===== config.mk =====
export PLATFORM = sky130hd
export DESIGN_NAME = business_day_counter
export DESIGN_NICKNAME = d
export VERILOG_FILES = /design/src/design/bdc_pkg.sv /design/src/design/bdc_date.sv /design/src/design/bdc_div7.sv /design/src/design/bdc_datapath.sv /design/src/design/bdc_ctrl.sv /design/src/design/business_day_counter.sv
export SDC_FILE = /design/constraint.sdc
export NUM_CORES = 2
export LEC_CHECK = 0
export CAP_MARGIN = 25
export CORE_MARGIN = 10
export CORE_UTILIZATION = 30
export CTS_CLUSTER_SIZE = 24
export DETAILED_ROUTE_END_ITERATION = 7
export DONT_BUFFER_PORTS = 1
export PLACE_DENSITY_LB_ADDON = 0.08
export SETUP_SLACK_MARGIN = 0.02
export SLEW_MARGIN = 20
export SYNTH_ARGS = -nofsm -noshare
export SYNTH_HDL_FRONTEND = slang
export SYNTH_HIERARCHICAL = 1
export SYNTH_SLANG_ARGS = --single-unit

===== constraint.sdc =====
create_clock -name clk -period 10.8 [get_ports clk]
set_input_delay 1.08 -clock clk [delete_from_list [all_inputs] [get_ports clk]]
set_output_delay 1.08 -clock clk [all_outputs]
set_load 0.005 [all_outputs]

===== src/design/bdc_pkg.sv =====
`timescale 1ns / 1ps
`default_nettype none

package bdc_pkg;

    // Field widths of the date words
    localparam int DAY_FIELD_W   = 5;
    localparam int MONTH_FIELD_W = 4;
    localparam int YEAR_W        = 14;
    localparam int WEEKDAY_W     = 3;

    // Day serials reach about 6.13 million for year 16383, so 23 bits hold them
    localparam int DAY_W  = 23;

    // Default width of the business day count
    localparam int COUNT_WIDTH_DEF = 16;

    // Year divided by 100 as a multiply by a rounded-up reciprocal; exact below 43690
    localparam int RECIP_W    = 15;
    localparam int HUND_RECIP = 20972;
    localparam int HUND_SHIFT = 21;
    localparam int HUND_W     = 8;
    localparam int PROD_W     = YEAR_W + RECIP_W;

    // Span divided by 7 as a multiply by a rounded-up reciprocal; exact for any 23-bit span
    localparam int DIV7_RECIP_W = 24;
    localparam int DIV7_RECIP   = 9586981;
    localparam int DIV7_SHIFT   = 26;
    localparam int DIV7_PROD_W  = DAY_W + DIV7_RECIP_W;

    // Shifted year width (year + 400)
    localparam int YY_W = 15;

    localparam int DAYS_PER_YEAR = 365;
    localparam int DAYS_PER_WEEK = 7;
    localparam int CENTURY       = 100;
    localparam int EPOCH_SHIFT   = 400;
    localparam int MONTH_SPLIT   = 3;
    localparam int MONTHS        = 12;

    // Weekday sum width and a bias (a multiple of 7) that keeps it positive
    localparam int WSUM_W  = 16;
    localparam int WD_BIAS = 175;

    typedef enum logic [2:0] {
        ST_IDLE,
        ST_QUOT,
        ST_PREP,
        ST_SERIAL,
        ST_DIFF,
        ST_DIV,
        ST_COUNT,
        ST_DONE
    } state_t;

    typedef enum logic [1:0] {
        STATUS_OK         = 2'd0,
        STATUS_END_BEFORE = 2'd1,
        STATUS_BAD_DATE   = 2'd2
    } status_t;

    typedef struct packed {
        logic load;
        logic quot;
        logic prep;
        logic serial;
        logic diff;
        logic div_step;
        logic count;
    } dp_cmd_t;

    typedef struct packed {
        logic skip;
    } dp_stat_t;

    // Month length, zero for a month outside 1..12
    function automatic logic [DAY_FIELD_W-1:0] month_days(
        input logic [MONTH_FIELD_W-1:0] month,
        input logic                     leap
    );
        logic [DAY_FIELD_W-1:0] len;
        unique case (month)
            4'd1, 4'd3, 4'd5, 4'd7, 4'd8, 4'd10, 4'd12: len = 5'd31;
            4'd4, 4'd6, 4'd9, 4'd11:                    len = 5'd30;
            4'd2:                                       len = leap ? 5'd29 : 5'd28;
            default:                                    len = 5'd0;
        endcase
        return len;
    endfunction

    // Month counted from March, 0 for March to 11 for February
    function automatic logic [MONTH_FIELD_W-1:0] month_shift(
        input logic [MONTH_FIELD_W-1:0] month
    );
        logic [MONTH_FIELD_W-1:0] mp;
        if (month >= MONTH_FIELD_W'(MONTH_SPLIT))
            mp = month - MONTH_FIELD_W'(MONTH_SPLIT);
        else
            mp = month + MONTH_FIELD_W'(MONTHS - MONTH_SPLIT);
        return mp;
    endfunction

    // Days before the first of a month in a year that starts in March
    function automatic logic [8:0] cum_days(input logic [MONTH_FIELD_W-1:0] mp);
        logic [8:0] d;
        unique case (mp)
            4'd0:    d = 9'd0;
            4'd1:    d = 9'd31;
            4'd2:    d = 9'd61;
            4'd3:    d = 9'd92;
            4'd4:    d = 9'd122;
            4'd5:    d = 9'd153;
            4'd6:    d = 9'd184;
            4'd7:    d = 9'd214;
            4'd8:    d = 9'd245;
            4'd9:    d = 9'd275;
            4'd10:   d = 9'd306;
            4'd11:   d = 9'd337;
            default: d = 9'd0;
        endcase
        return d;
    endfunction

    // Month term of the weekday formula, taken mod 7
    function automatic logic [WEEKDAY_W-1:0] month_wd(input logic [MONTH_FIELD_W-1:0] mp);
        logic [WEEKDAY_W-1:0] w;
        unique case (mp)
            4'd0:    w = 3'd2;
            4'd1:    w = 3'd5;
            4'd2:    w = 3'd0;
            4'd3:    w = 3'd3;
            4'd4:    w = 3'd5;
            4'd5:    w = 3'd1;
            4'd6:    w = 3'd4;
            4'd7:    w = 3'd6;
            4'd8:    w = 3'd2;
            4'd9:    w = 3'd4;
            4'd10:   w = 3'd0;
            4'd11:   w = 3'd3;
            default: w = 3'd0;
        endcase
        return w;
    endfunction

    // Remainder by 7: fold octal digits, since 8 is 1 mod 7
    function automatic logic [WEEKDAY_W-1:0] mod7_16(input logic [WSUM_W-1:0] x);
        logic [5:0] s1;
        logic [3:0] s2;
        logic [3:0] s3;
        s1 = 6'(x[2:0]) + 6'(x[5:3]) + 6'(x[8:6]) + 6'(x[11:9])
           + 6'(x[14:12]) + 6'(x[15]);
        s2 = 4'(s1[2:0]) + 4'(s1[5:3]);
        s3 = 4'(s2[2:0]) + 4'(s2[3]);
        if (s3 >= 4'(DAYS_PER_WEEK))
            return 3'(s3 - 4'(DAYS_PER_WEEK));
        return s3[2:0];
    endfunction

endpackage

`default_nettype wire


===== src/design/bdc_date.sv =====
`timescale 1ns / 1ps
`default_nettype none

module bdc_date (
    input  wire logic                                clk,
    input  wire bdc_pkg::dp_cmd_t                    cmd,
    input  wire logic [bdc_pkg::DAY_FIELD_W-1:0]     day,
    input  wire logic [bdc_pkg::MONTH_FIELD_W-1:0]   month,
    input  wire logic [bdc_pkg::YEAR_W-1:0]          year,
    output logic                                     date_ok,
    output logic [bdc_pkg::DAY_W-1:0]                serial,
    output logic [bdc_pkg::WEEKDAY_W-1:0]            weekday
);

    logic [bdc_pkg::DAY_FIELD_W-1:0]   day_reg;
    logic [bdc_pkg::MONTH_FIELD_W-1:0] month_reg;
    logic [bdc_pkg::YEAR_W-1:0]        year_reg;
    logic [bdc_pkg::HUND_W-1:0]        hund_reg;
    logic                              ok_reg;
    logic                              ok_next;
    logic [bdc_pkg::YY_W-1:0]          yy_reg;
    logic [bdc_pkg::YY_W-1:0]          yy_next;
    logic [bdc_pkg::HUND_W-1:0]        yc_reg;
    logic [bdc_pkg::HUND_W-1:0]        yc_next;
    logic [bdc_pkg::MONTH_FIELD_W-1:0] mp_reg;
    logic [bdc_pkg::DAY_W-1:0]         serial_reg;
    logic [bdc_pkg::DAY_W-1:0]         serial_next;
    logic [bdc_pkg::WEEKDAY_W-1:0]     weekday_reg;
    logic [bdc_pkg::WSUM_W-1:0]        wsum;
    logic [bdc_pkg::PROD_W-1:0]        hund_prod;
    logic [bdc_pkg::YEAR_W-1:0]        hund_x100;
    logic [6:0]                        cent_rem;
    logic                              early;
    logic                              leap;
    logic [bdc_pkg::DAY_FIELD_W-1:0]   mlen;

    // Year over 100 by reciprocal multiply
    assign hund_prod = bdc_pkg::PROD_W'(year_reg) * bdc_pkg::PROD_W'(bdc_pkg::HUND_RECIP);

    // Leap rule, range check, shifted year and its century
    always_comb
    begin
        hund_x100 = bdc_pkg::YEAR_W'(hund_reg) * bdc_pkg::YEAR_W'(bdc_pkg::CENTURY);
        cent_rem  = 7'(year_reg - hund_x100);
        leap      = (year_reg[1:0] == 2'b00) && ((cent_rem != 7'd0) || (hund_reg[1:0] == 2'b00));
        early     = month_reg < bdc_pkg::MONTH_FIELD_W'(bdc_pkg::MONTH_SPLIT);
        mlen      = bdc_pkg::month_days(month_reg, leap);
        ok_next   = (mlen != '0) && (day_reg != '0) && (day_reg <= mlen);
        yy_next   = bdc_pkg::YY_W'(year_reg) + bdc_pkg::YY_W'(bdc_pkg::EPOCH_SHIFT)
                  - bdc_pkg::YY_W'(early);
        yc_next   = hund_reg + bdc_pkg::HUND_W'(bdc_pkg::EPOCH_SHIFT / bdc_pkg::CENTURY)
                  - bdc_pkg::HUND_W'(early && (cent_rem == 7'd0));
    end

    // Day serial and weekday sum
    always_comb
    begin
        serial_next = bdc_pkg::DAY_W'(yy_reg) * bdc_pkg::DAY_W'(bdc_pkg::DAYS_PER_YEAR)
                    + bdc_pkg::DAY_W'(yy_reg >> 2) - bdc_pkg::DAY_W'(yc_reg)
                    + bdc_pkg::DAY_W'(yc_reg >> 2) + bdc_pkg::DAY_W'(bdc_pkg::cum_days(mp_reg))
                    + bdc_pkg::DAY_W'(day_reg) - bdc_pkg::DAY_W'(1);
        wsum        = bdc_pkg::WSUM_W'(day_reg) + bdc_pkg::WSUM_W'(yy_reg)
                    + bdc_pkg::WSUM_W'(yy_reg >> 2) + bdc_pkg::WSUM_W'(yc_reg >> 2)
                    + bdc_pkg::WSUM_W'(bdc_pkg::month_wd(mp_reg))
                    + bdc_pkg::WSUM_W'(bdc_pkg::WD_BIAS) - bdc_pkg::WSUM_W'(yc_reg);
    end

    // Capture the date and advance it through the three steps
    always_ff @(posedge clk)
    begin
        if (cmd.load)
        begin
            day_reg   <= day;
            month_reg <= month;
            year_reg  <= year;
        end
        if (cmd.quot)
            hund_reg <= hund_prod[bdc_pkg::HUND_SHIFT +: bdc_pkg::HUND_W];
        if (cmd.prep)
        begin
            ok_reg <= ok_next;
            yy_reg <= yy_next;
            yc_reg <= yc_next;
            mp_reg <= bdc_pkg::month_shift(month_reg);
        end
        if (cmd.serial)
        begin
            serial_reg  <= serial_next;
            weekday_reg <= bdc_pkg::mod7_16(wsum);
        end
    end

    assign date_ok = ok_reg;
    assign serial  = serial_reg;
    assign weekday = weekday_reg;

endmodule

`default_nettype wire


===== src/design/bdc_div7.sv =====
`timescale 1ns / 1ps
`default_nettype none

module bdc_div7 (
    input  wire logic                          clk,
    input  wire logic                          load,
    input  wire logic                          step,
    input  wire logic [bdc_pkg::DAY_W-1:0]     dividend,
    output logic [bdc_pkg::DAY_W-1:0]          quot,
    output logic [bdc_pkg::WEEKDAY_W-1:0]      rem
);

    logic [bdc_pkg::DAY_W-1:0]       num_reg;
    logic [bdc_pkg::DAY_W-1:0]       quot_reg;
    logic [bdc_pkg::DAY_W-1:0]       quot_next;
    logic [bdc_pkg::DIV7_PROD_W-1:0] prod;

    // Quotient by reciprocal multiply
    assign prod      = bdc_pkg::DIV7_PROD_W'(num_reg)
                     * bdc_pkg::DIV7_PROD_W'(bdc_pkg::DIV7_RECIP);
    assign quot_next = bdc_pkg::DAY_W'(prod[bdc_pkg::DIV7_PROD_W-1:bdc_pkg::DIV7_SHIFT]);

    // Hold the span, then take its quotient in one step
    always_ff @(posedge clk)
    begin
        if (load)
            num_reg <= dividend;
        if (step)
            quot_reg <= quot_next;
    end

    // Remainder from the low bits: span - 7q equals span + q modulo 8
    assign quot = quot_reg;
    assign rem  = bdc_pkg::WEEKDAY_W'(num_reg[bdc_pkg::WEEKDAY_W-1:0]
                                      + quot_reg[bdc_pkg::WEEKDAY_W-1:0]);

endmodule

`default_nettype wire


===== src/design/bdc_datapath.sv =====
`timescale 1ns / 1ps
`default_nettype none

module bdc_datapath #(
    parameter int COUNT_WIDTH = bdc_pkg::COUNT_WIDTH_DEF
) (
    input  wire logic                                clk,
    input  wire logic                                rst_n,
    input  wire bdc_pkg::dp_cmd_t                    cmd,
    output bdc_pkg::dp_stat_t                        stat,
    input  wire logic                                cfg_we,
    input  wire logic [6:0]                          cfg_weekend_mask,
    input  wire logic [bdc_pkg::DAY_FIELD_W-1:0]     start_day,
    input  wire logic [bdc_pkg::MONTH_FIELD_W-1:0]   start_month,
    input  wire logic [bdc_pkg::YEAR_W-1:0]          start_year,
    input  wire logic [bdc_pkg::DAY_FIELD_W-1:0]     end_day,
    input  wire logic [bdc_pkg::MONTH_FIELD_W-1:0]   end_month,
    input  wire logic [bdc_pkg::YEAR_W-1:0]          end_year,
    output logic [COUNT_WIDTH-1:0]                   business_days,
    output logic [bdc_pkg::WEEKDAY_W-1:0]            start_weekday,
    output logic [bdc_pkg::WEEKDAY_W-1:0]            end_weekday,
    output logic [1:0]                               status
);

    localparam int WIDE_W = (COUNT_WIDTH > bdc_pkg::DAY_W) ? COUNT_WIDTH : bdc_pkg::DAY_W;

    logic [6:0]                    mask_reg;
    logic                          s_ok;
    logic                          e_ok;
    logic [bdc_pkg::DAY_W-1:0]     s_serial;
    logic [bdc_pkg::DAY_W-1:0]     e_serial;
    logic [bdc_pkg::WEEKDAY_W-1:0] s_wd;
    logic [bdc_pkg::WEEKDAY_W-1:0] e_wd;
    logic                          bad_date;
    logic                          end_before;
    logic [bdc_pkg::DAY_W-1:0]     span;
    logic [bdc_pkg::DAY_W-1:0]     quot;
    logic [bdc_pkg::WEEKDAY_W-1:0] rem;
    logic [6:0]                    biz;
    logic [2:0]                    biz_total;
    logic [2:0]                    extra;
    logic [bdc_pkg::DAY_W-1:0]     total;
    logic [WIDE_W-1:0]             total_wide;
    logic [WIDE_W-1:0]             cmax_wide;
    logic [COUNT_WIDTH-1:0]        count_reg;
    logic [COUNT_WIDTH-1:0]        count_next;
    logic [bdc_pkg::WEEKDAY_W-1:0] s_wd_reg;
    logic [bdc_pkg::WEEKDAY_W-1:0] e_wd_reg;
    bdc_pkg::status_t              status_reg;
    bdc_pkg::status_t              status_next;

    bdc_date u_start (
        .clk     (clk),
        .cmd     (cmd),
        .day     (start_day),
        .month   (start_month),
        .year    (start_year),
        .date_ok (s_ok),
        .serial  (s_serial),
        .weekday (s_wd)
    );

    bdc_date u_end (
        .clk     (clk),
        .cmd     (cmd),
        .day     (end_day),
        .month   (end_month),
        .year    (end_year),
        .date_ok (e_ok),
        .serial  (e_serial),
        .weekday (e_wd)
    );

    // Span length in days, end date included
    assign span = e_serial - s_serial + bdc_pkg::DAY_W'(1);

    bdc_div7 u_div7 (
        .clk      (clk),
        .load     (cmd.diff),
        .step     (cmd.div_step),
        .dividend (span),
        .quot     (quot),
        .rem      (rem)
    );

    // Classify the request
    always_comb
    begin
        bad_date   = !(s_ok && e_ok);
        end_before = e_serial < s_serial;
        if (bad_date)
            status_next = bdc_pkg::STATUS_BAD_DATE;
        else if (end_before)
            status_next = bdc_pkg::STATUS_END_BEFORE;
        else
            status_next = bdc_pkg::STATUS_OK;
    end

    assign stat.skip = bad_date || end_before;

    // Count: full weeks times business days a week plus those of the part week, saturating
    always_comb
    begin
        logic [3:0] wd_sum;
        extra = '0;
        for (int k = 0; k < bdc_pkg::DAYS_PER_WEEK; k++)
        begin
            wd_sum = 4'(s_wd_reg) + 4'(k);
            if (wd_sum >= 4'(bdc_pkg::DAYS_PER_WEEK))
                wd_sum = wd_sum - 4'(bdc_pkg::DAYS_PER_WEEK);
            biz[k] = !mask_reg[wd_sum[2:0]];
        end
        for (int k = 0; k < bdc_pkg::DAYS_PER_WEEK; k++)
        begin
            if ((3'(k) < rem) && biz[k])
                extra = extra + 3'd1;
        end
        biz_total  = 3'($countones(biz));
        total      = quot * bdc_pkg::DAY_W'(biz_total) + bdc_pkg::DAY_W'(extra);
        total_wide = WIDE_W'(total);
        cmax_wide  = WIDE_W'({COUNT_WIDTH{1'b1}});
        count_next = (total_wide > cmax_wide) ? COUNT_WIDTH'(cmax_wide)
                                              : COUNT_WIDTH'(total_wide);
    end

    // Hold the weekend mask
    always_ff @(posedge clk or negedge rst_n)
    begin
        if (!rst_n)
            mask_reg <= 7'h60;
        else if (cfg_we)
            mask_reg <= cfg_weekend_mask;
    end

    // Result word
    always_ff @(posedge clk)
    begin
        if (cmd.diff)
        begin
            status_reg <= status_next;
            s_wd_reg   <= bad_date ? '0 : s_wd;
            e_wd_reg   <= bad_date ? '0 : e_wd;
            count_reg  <= '0;
        end
        else if (cmd.count)
            count_reg <= count_next;
    end

    assign business_days = count_reg;
    assign start_weekday = s_wd_reg;
    assign end_weekday   = e_wd_reg;
    assign status        = status_reg;

endmodule

`default_nettype wire


===== src/design/bdc_ctrl.sv =====
`timescale 1ns / 1ps
`default_nettype none

module bdc_ctrl (
    input  wire logic                clk,
    input  wire logic                rst_n,
    input  wire logic                start,
    input  wire bdc_pkg::dp_stat_t   stat,
    output bdc_pkg::dp_cmd_t         cmd,
    output logic                     busy,
    output logic                     done
);

    bdc_pkg::state_t             state_reg;
    bdc_pkg::state_t             state_next;

    // State register
    always_ff @(posedge clk or negedge rst_n)
    begin
        if (!rst_n)
            state_reg <= bdc_pkg::ST_IDLE;
        else
            state_reg <= state_next;
    end

    // Sequence one word through the datapath
    always_comb
    begin
        state_next = state_reg;
        cmd        = '0;
        unique case (state_reg)
            bdc_pkg::ST_IDLE:
            begin
                cmd.load = start;
                if (start)
                    state_next = bdc_pkg::ST_QUOT;
            end
            bdc_pkg::ST_QUOT:
            begin
                cmd.quot   = 1'b1;
                state_next = bdc_pkg::ST_PREP;
            end
            bdc_pkg::ST_PREP:
            begin
                cmd.prep   = 1'b1;
                state_next = bdc_pkg::ST_SERIAL;
            end
            bdc_pkg::ST_SERIAL:
            begin
                cmd.serial = 1'b1;
                state_next = bdc_pkg::ST_DIFF;
            end
            bdc_pkg::ST_DIFF:
            begin
                cmd.diff   = 1'b1;
                state_next = stat.skip ? bdc_pkg::ST_DONE : bdc_pkg::ST_DIV;
            end
            bdc_pkg::ST_DIV:
            begin
                cmd.div_step = 1'b1;
                state_next   = bdc_pkg::ST_COUNT;
            end
            bdc_pkg::ST_COUNT:
            begin
                cmd.count  = 1'b1;
                state_next = bdc_pkg::ST_DONE;
            end
            bdc_pkg::ST_DONE:
            begin
                state_next = bdc_pkg::ST_IDLE;
            end
        endcase
    end

    assign busy = state_reg != bdc_pkg::ST_IDLE;
    assign done = state_reg == bdc_pkg::ST_DONE;

    a_div_step: assert property (@(posedge clk) disable iff (!rst_n)
        (state_reg == bdc_pkg::ST_COUNT) |-> ($past(state_reg) == bdc_pkg::ST_DIV))
        else $error("count step entered before the divide step");

endmodule

`default_nettype wire


===== src/design/business_day_counter.sv =====
// Channel   | Handshake                 | Word
// ----------+---------------------------+----------------------------------------------
// request   | start, busy               | start_day/month/year, end_day/month/year
// result    | done (one-cycle strobe)   | business_days, start_weekday, end_weekday,
//           |                           | status
// config    | cfg_valid, cfg_ready      | cfg_weekend_mask
//
// A request is taken when start is high and busy low; done follows the steps quot, prep,
// serial, diff, div and count for a good range, and quot, prep, serial and diff alone for a
// bad date or a reversed range; busy holds off the next request, taken the cycle after done.
// The sequence of range check, day serials, compare, one reciprocal divide-by-7 step and
// the count does not depend on the length of the span.
// Reset clears the sequencer and loads a weekend mask of Friday and Saturday.
// The result strobe cannot be held off; a word stays on the result ports until the next
// request reaches its compare step.
`timescale 1ns / 1ps
`default_nettype none

module business_day_counter #(
    parameter int COUNT_WIDTH = bdc_pkg::COUNT_WIDTH_DEF
) (
    input  wire logic                                clk,
    input  wire logic                                rst_n,
    input  wire logic                                start,
    output logic                                     busy,
    input  wire logic [bdc_pkg::DAY_FIELD_W-1:0]     start_day,
    input  wire logic [bdc_pkg::MONTH_FIELD_W-1:0]   start_month,
    input  wire logic [bdc_pkg::YEAR_W-1:0]          start_year,
    input  wire logic [bdc_pkg::DAY_FIELD_W-1:0]     end_day,
    input  wire logic [bdc_pkg::MONTH_FIELD_W-1:0]   end_month,
    input  wire logic [bdc_pkg::YEAR_W-1:0]          end_year,
    output logic                                     done,
    output logic [COUNT_WIDTH-1:0]                   business_days,
    output logic [bdc_pkg::WEEKDAY_W-1:0]            start_weekday,
    output logic [bdc_pkg::WEEKDAY_W-1:0]            end_weekday,
    output logic [1:0]                               status,
    input  wire logic                                cfg_valid,
    output logic                                     cfg_ready,
    input  wire logic [6:0]                          cfg_weekend_mask
);

    bdc_pkg::dp_cmd_t  cmd;
    bdc_pkg::dp_stat_t stat;
    logic              cfg_we;

    // Take mask writes between requests
    assign cfg_ready = !busy;
    assign cfg_we    = cfg_valid && cfg_ready;

    bdc_ctrl u_ctrl (
        .clk   (clk),
        .rst_n (rst_n),
        .start (start),
        .stat  (stat),
        .cmd   (cmd),
        .busy  (busy),
        .done  (done)
    );

    bdc_datapath #(
        .COUNT_WIDTH (COUNT_WIDTH)
    ) u_datapath (
        .clk              (clk),
        .rst_n            (rst_n),
        .cmd              (cmd),
        .stat             (stat),
        .cfg_we           (cfg_we),
        .cfg_weekend_mask (cfg_weekend_mask),
        .start_day        (start_day),
        .start_month      (start_month),
        .start_year       (start_year),
        .end_day          (end_day),
        .end_month        (end_month),
        .end_year         (end_year),
        .business_days    (business_days),
        .start_weekday    (start_weekday),
        .end_weekday      (end_weekday),
        .status           (status)
    );

    a_take_request: assert property (@(posedge clk) disable iff (!rst_n)
        (start && !busy) |=> busy)
        else $error("request taken but block not busy");

    a_single_strobe: assert property (@(posedge clk) disable iff (!rst_n)
        done |=> !done)
        else $error("result strobe longer than one cycle");

    a_error_count: assert property (@(posedge clk) disable iff (!rst_n)
        (done && (status != bdc_pkg::STATUS_OK)) |-> (business_days == '0))
        else $error("non-zero count on an error result");

    a_bad_weekdays: assert property (@(posedge clk) disable iff (!rst_n)
        (done && (status == bdc_pkg::STATUS_BAD_DATE))
            |-> ((start_weekday == '0) && (end_weekday == '0)))
        else $error("weekdays not cleared on a bad date");

    a_weekday_range: assert property (@(posedge clk) disable iff (!rst_n)
        done |-> ((start_weekday < 3'(bdc_pkg::DAYS_PER_WEEK))
               && (end_weekday < 3'(bdc_pkg::DAYS_PER_WEEK))))
        else $error("weekday out of range");

endmodule

`default_nettype wire

==> impl_metrics.json <==
{
  "clkLatencyLatePin_ns": 0.62,
  "synth-compound-area-share": 0.0974,
  "async_flop_share": 0.0368,
  "place_inst": 6034,
  "ff2ff_path_depth": 40,
  "avgSynthCellArea_um2": 10.3,
  "place_area_um2": 45300,
  "core_um2": 142000,
  "drc": 0,
  "dr.pass1.iters": 5,
  "arrival_ns": 10.12,
  "ios": 84,
  "drt_wl_total_mm": 104,
  "dp_hpwl_mm": 89.8,
  "muxShareOfSynthArea": 0.0140,
  "clock_skew_ns": 0.0397,
  "yosysWarnings": 6,
  "antenna_found_initial": 2,
  "synth_ff_type": "edfxtp_1",
  "synth_top_family_by_area": "adder cells",
  "cap_violations": 0,
  "grt_max_degree": 49,
  "crit_fanout": 12,
  "cp.required_ns": 11.26,
  "layout_common_cells": "inv_1, ha_1, fa_1",
  "fin_crit_sh": 0.894,
  "cts_root_buf": "clkbuf_16",
  "fin_area_um2": 46800,
  "wire_per_inst_um": 17.1,
  "yosys.area_share.simple": 0.0716,
  "rsz0062_at_grt": "false",
  "postCtsSetupRepairBufs": 0,
  "finish.utilization": 0.330,
  "drt_iter0_markers": 968,
  "ys_types": 115,
  "r2r-start": "u_datapath/start_weekday[1]$_SDFFCE_PN0P_",
  "worst_pin_slew_ns": 0.892,
  "die-width_um": 399,
  "period_needed_ns": 9.66,
  "grt_pass1_vias": 30200,
  "final_common_cell": "inv_1",
  "netlist_instances": 4165,
  "grt_pass1_wl_mm": 169,
  "drive_above_1_share": 0.0445,
  "cts.repair.resized": 0,
  "synth_area_um2": 43000,
  "synthXorXnorAreaFrac": 0.0424,
  "endpoint_kind": "flip-flop",
  "cts_max_level": 2,
  "outcome": "complete, no violations",
  "die-area_um2": 159000,
  "vias": 27200,
  "tns_ns": 0,
  "fin_cells": 6118,
  "clockBufferDepth": 3,
  "gp_congestion": 0.788,
  "core.rowCount": 138,
  "clk_pin_slew_ns": 0.08,
  "cts_tree": "yes",
  "grt_usage": 0.135,
  "crit_type": "reg2reg",
  "drtAntennaViolNets": 0,
  "numCtsBuffers": 43,
  "synthAdderAreaFrac": 0.506,
  "slew_violations": 0,
  "regToRegSetupSlack_ns": 1.14,
  "fp.dieH_um": 399,
  "setup_viol": 0,
  "hp-class": "in2async",
  "area_growth_pct": 8.96,
  "ys_ff_latch": 272,
  "slowest_delay_ns": 0.58,
  "io_buffers": 0,
  "synth_edf_count": 222,
  "startpoint_type": "flip-flop",
  "overflow": 0,
  "viasPerCell": 4.45,
  "yosysSeqAreaShare": 0.180,
  "start_util": 0.303,
  "crit_slowest_cell": "or4_1",
  "crit_top_cell": "ha_1",
  "hold_viol": 0,
  "slew_headroom": 0.403,
  "hold_buffers": 0,
  "r2r_end": "u_datapath/business_days[0]$_SDFFE_PP0P_",
  "fin_nets": 5675,
  "cts_sinks": 272,
  "fmax_mhz": 104
}
[final cells by class]
cell class                      count  area (um^2)
Antenna cell                        1         2.50
Sequential cell                   272         7720
Inverter                          968         3630
Fill cell                       14700        95100
Tap cell                         1890         2360
Clock inverter                     25          283
Clock buffer                       55         1230
Timing Repair Buffer               14          128
Multi-Input combinational cell   2893        31500
[kinds of logic after synthesis]
family                   count (synthesis)
AO/OA/AOI/OAI                          603
XOR/XNOR                               205
flip-flops                             272
multiplexers                            53
other                                    1
adder cells (fa/ha/maj)               1426
buffers and inverters                 1001
AND/OR/NAND/NOR                        604
[worst max-delay path by stage]
stage / from / endpoint / cells after the start
final: u_datapath/start_weekday[1]$_SDFFCE_PN0P_ / u_datapath/business_days[0]$_SDFFE_PP0P_ / 40
after global routing: u_datapath/start_weekday[1]$_SDFFCE_PN0P_ / u_datapath/business_days[11]$_SDFFE_PP0P_ / 40
after CTS: u_datapath/start_weekday[1]$_SDFFCE_PN0P_ / u_datapath/business_days[0]$_SDFFE_PP0P_ / 40
after detailed placement: u_datapath/start_weekday[1]$_SDFFCE_PN0P_ / u_datapath/business_days[0]$_SDFFE_PP0P_ / 40
after global placement: u_datapath/start_weekday[1]$_SDFFCE_PN0P_ / u_datapath/business_days[1]$_SDFFE_PP0P_ / 40
after floorplan: u_datapath/start_weekday[1]$_SDFFCE_PN0P_ / u_datapath/business_days[3]$_SDFFE_PP0P_ / 39
[synth_stat cells, types with 20 or more instances]
cell type | n | area share
inv_1 | 967 | 0.084
ha_1 | 905 | 0.26
fa_1 | 521 | 0.24
edfxtp_1 | 222 | 0.16
a21oi_1 | 168 | 0.020
nor2_1 | 161 | 0.014
xnor2_1 | 126 | 0.026
nand2_1 | 124 | 0.011
o21ai_0 | 85 | 0.0099
xor2_1 | 76 | 0.015
a21o_1 | 60 | 0.010
nor2b_1 | 53 | 0.0077
nand3_1 | 44 | 0.0051
dfxtp_1 | 40 | 0.019
nand2b_1 | 38 | 0.0055
nor3_1 | 37 | 0.0043
and3_1 | 34 | 0.0049
a211oi_1 | 31 | 0.0054
o21a_1 | 31 | 0.0054
and2_1 | 29 | 0.0042
mux2i_1 | 26 | 0.0061
o21ai_1 | 25 | 0.0029
o21bai_1 | 24 | 0.0042
nand4_1 | 23 | 0.0033
o211ai_1 | 22 | 0.0038
mux2_2 | 20 | 0.0052
[stage by stage]
| stage | hold slack (ns) | setup WS, ns |
|---|---|---|
| global route | 0.149 | 0.293 |
| detailed placement | 0.505 | 0.920 |
| global placement | 0.508 | 0.924 |
| CTS | 0.133 | 0.892 |
| floorplan | 0.478 | 2.14 |
| finish | 0.191 | 1.14 |
[critical path, delay by kind of cell (launching register included)]
family	cells	cell delay (ns)
muxes	2	0.58
adders and majority gates	7	2.08
xor gates and xnor gates	6	1.40
buffers and inverters	3	0.65
and+or+nand+nor	11	2.46
AOI/OAI and AO/OA	11	1.90
DFF	1	0.46
[routing by layer]
| layer | track usage | vias to the layer above | share of wire |
|---|---|---|---|
| met1 | 0.176 | 13100 | 0.47 |
| met3 | 0.0163 | 87 | 0.024 |
| met4 | 0.0286 | 2 | 0.019 |
| li1 | - | 13800 | - |
| met5 | 0 | - | 0.00012 |
| met2 | 0.237 | 212 | 0.49 |
Power is not shown: default switching activity piles up to over one toggle a cycle in this logic, so the estimate is an artifact.
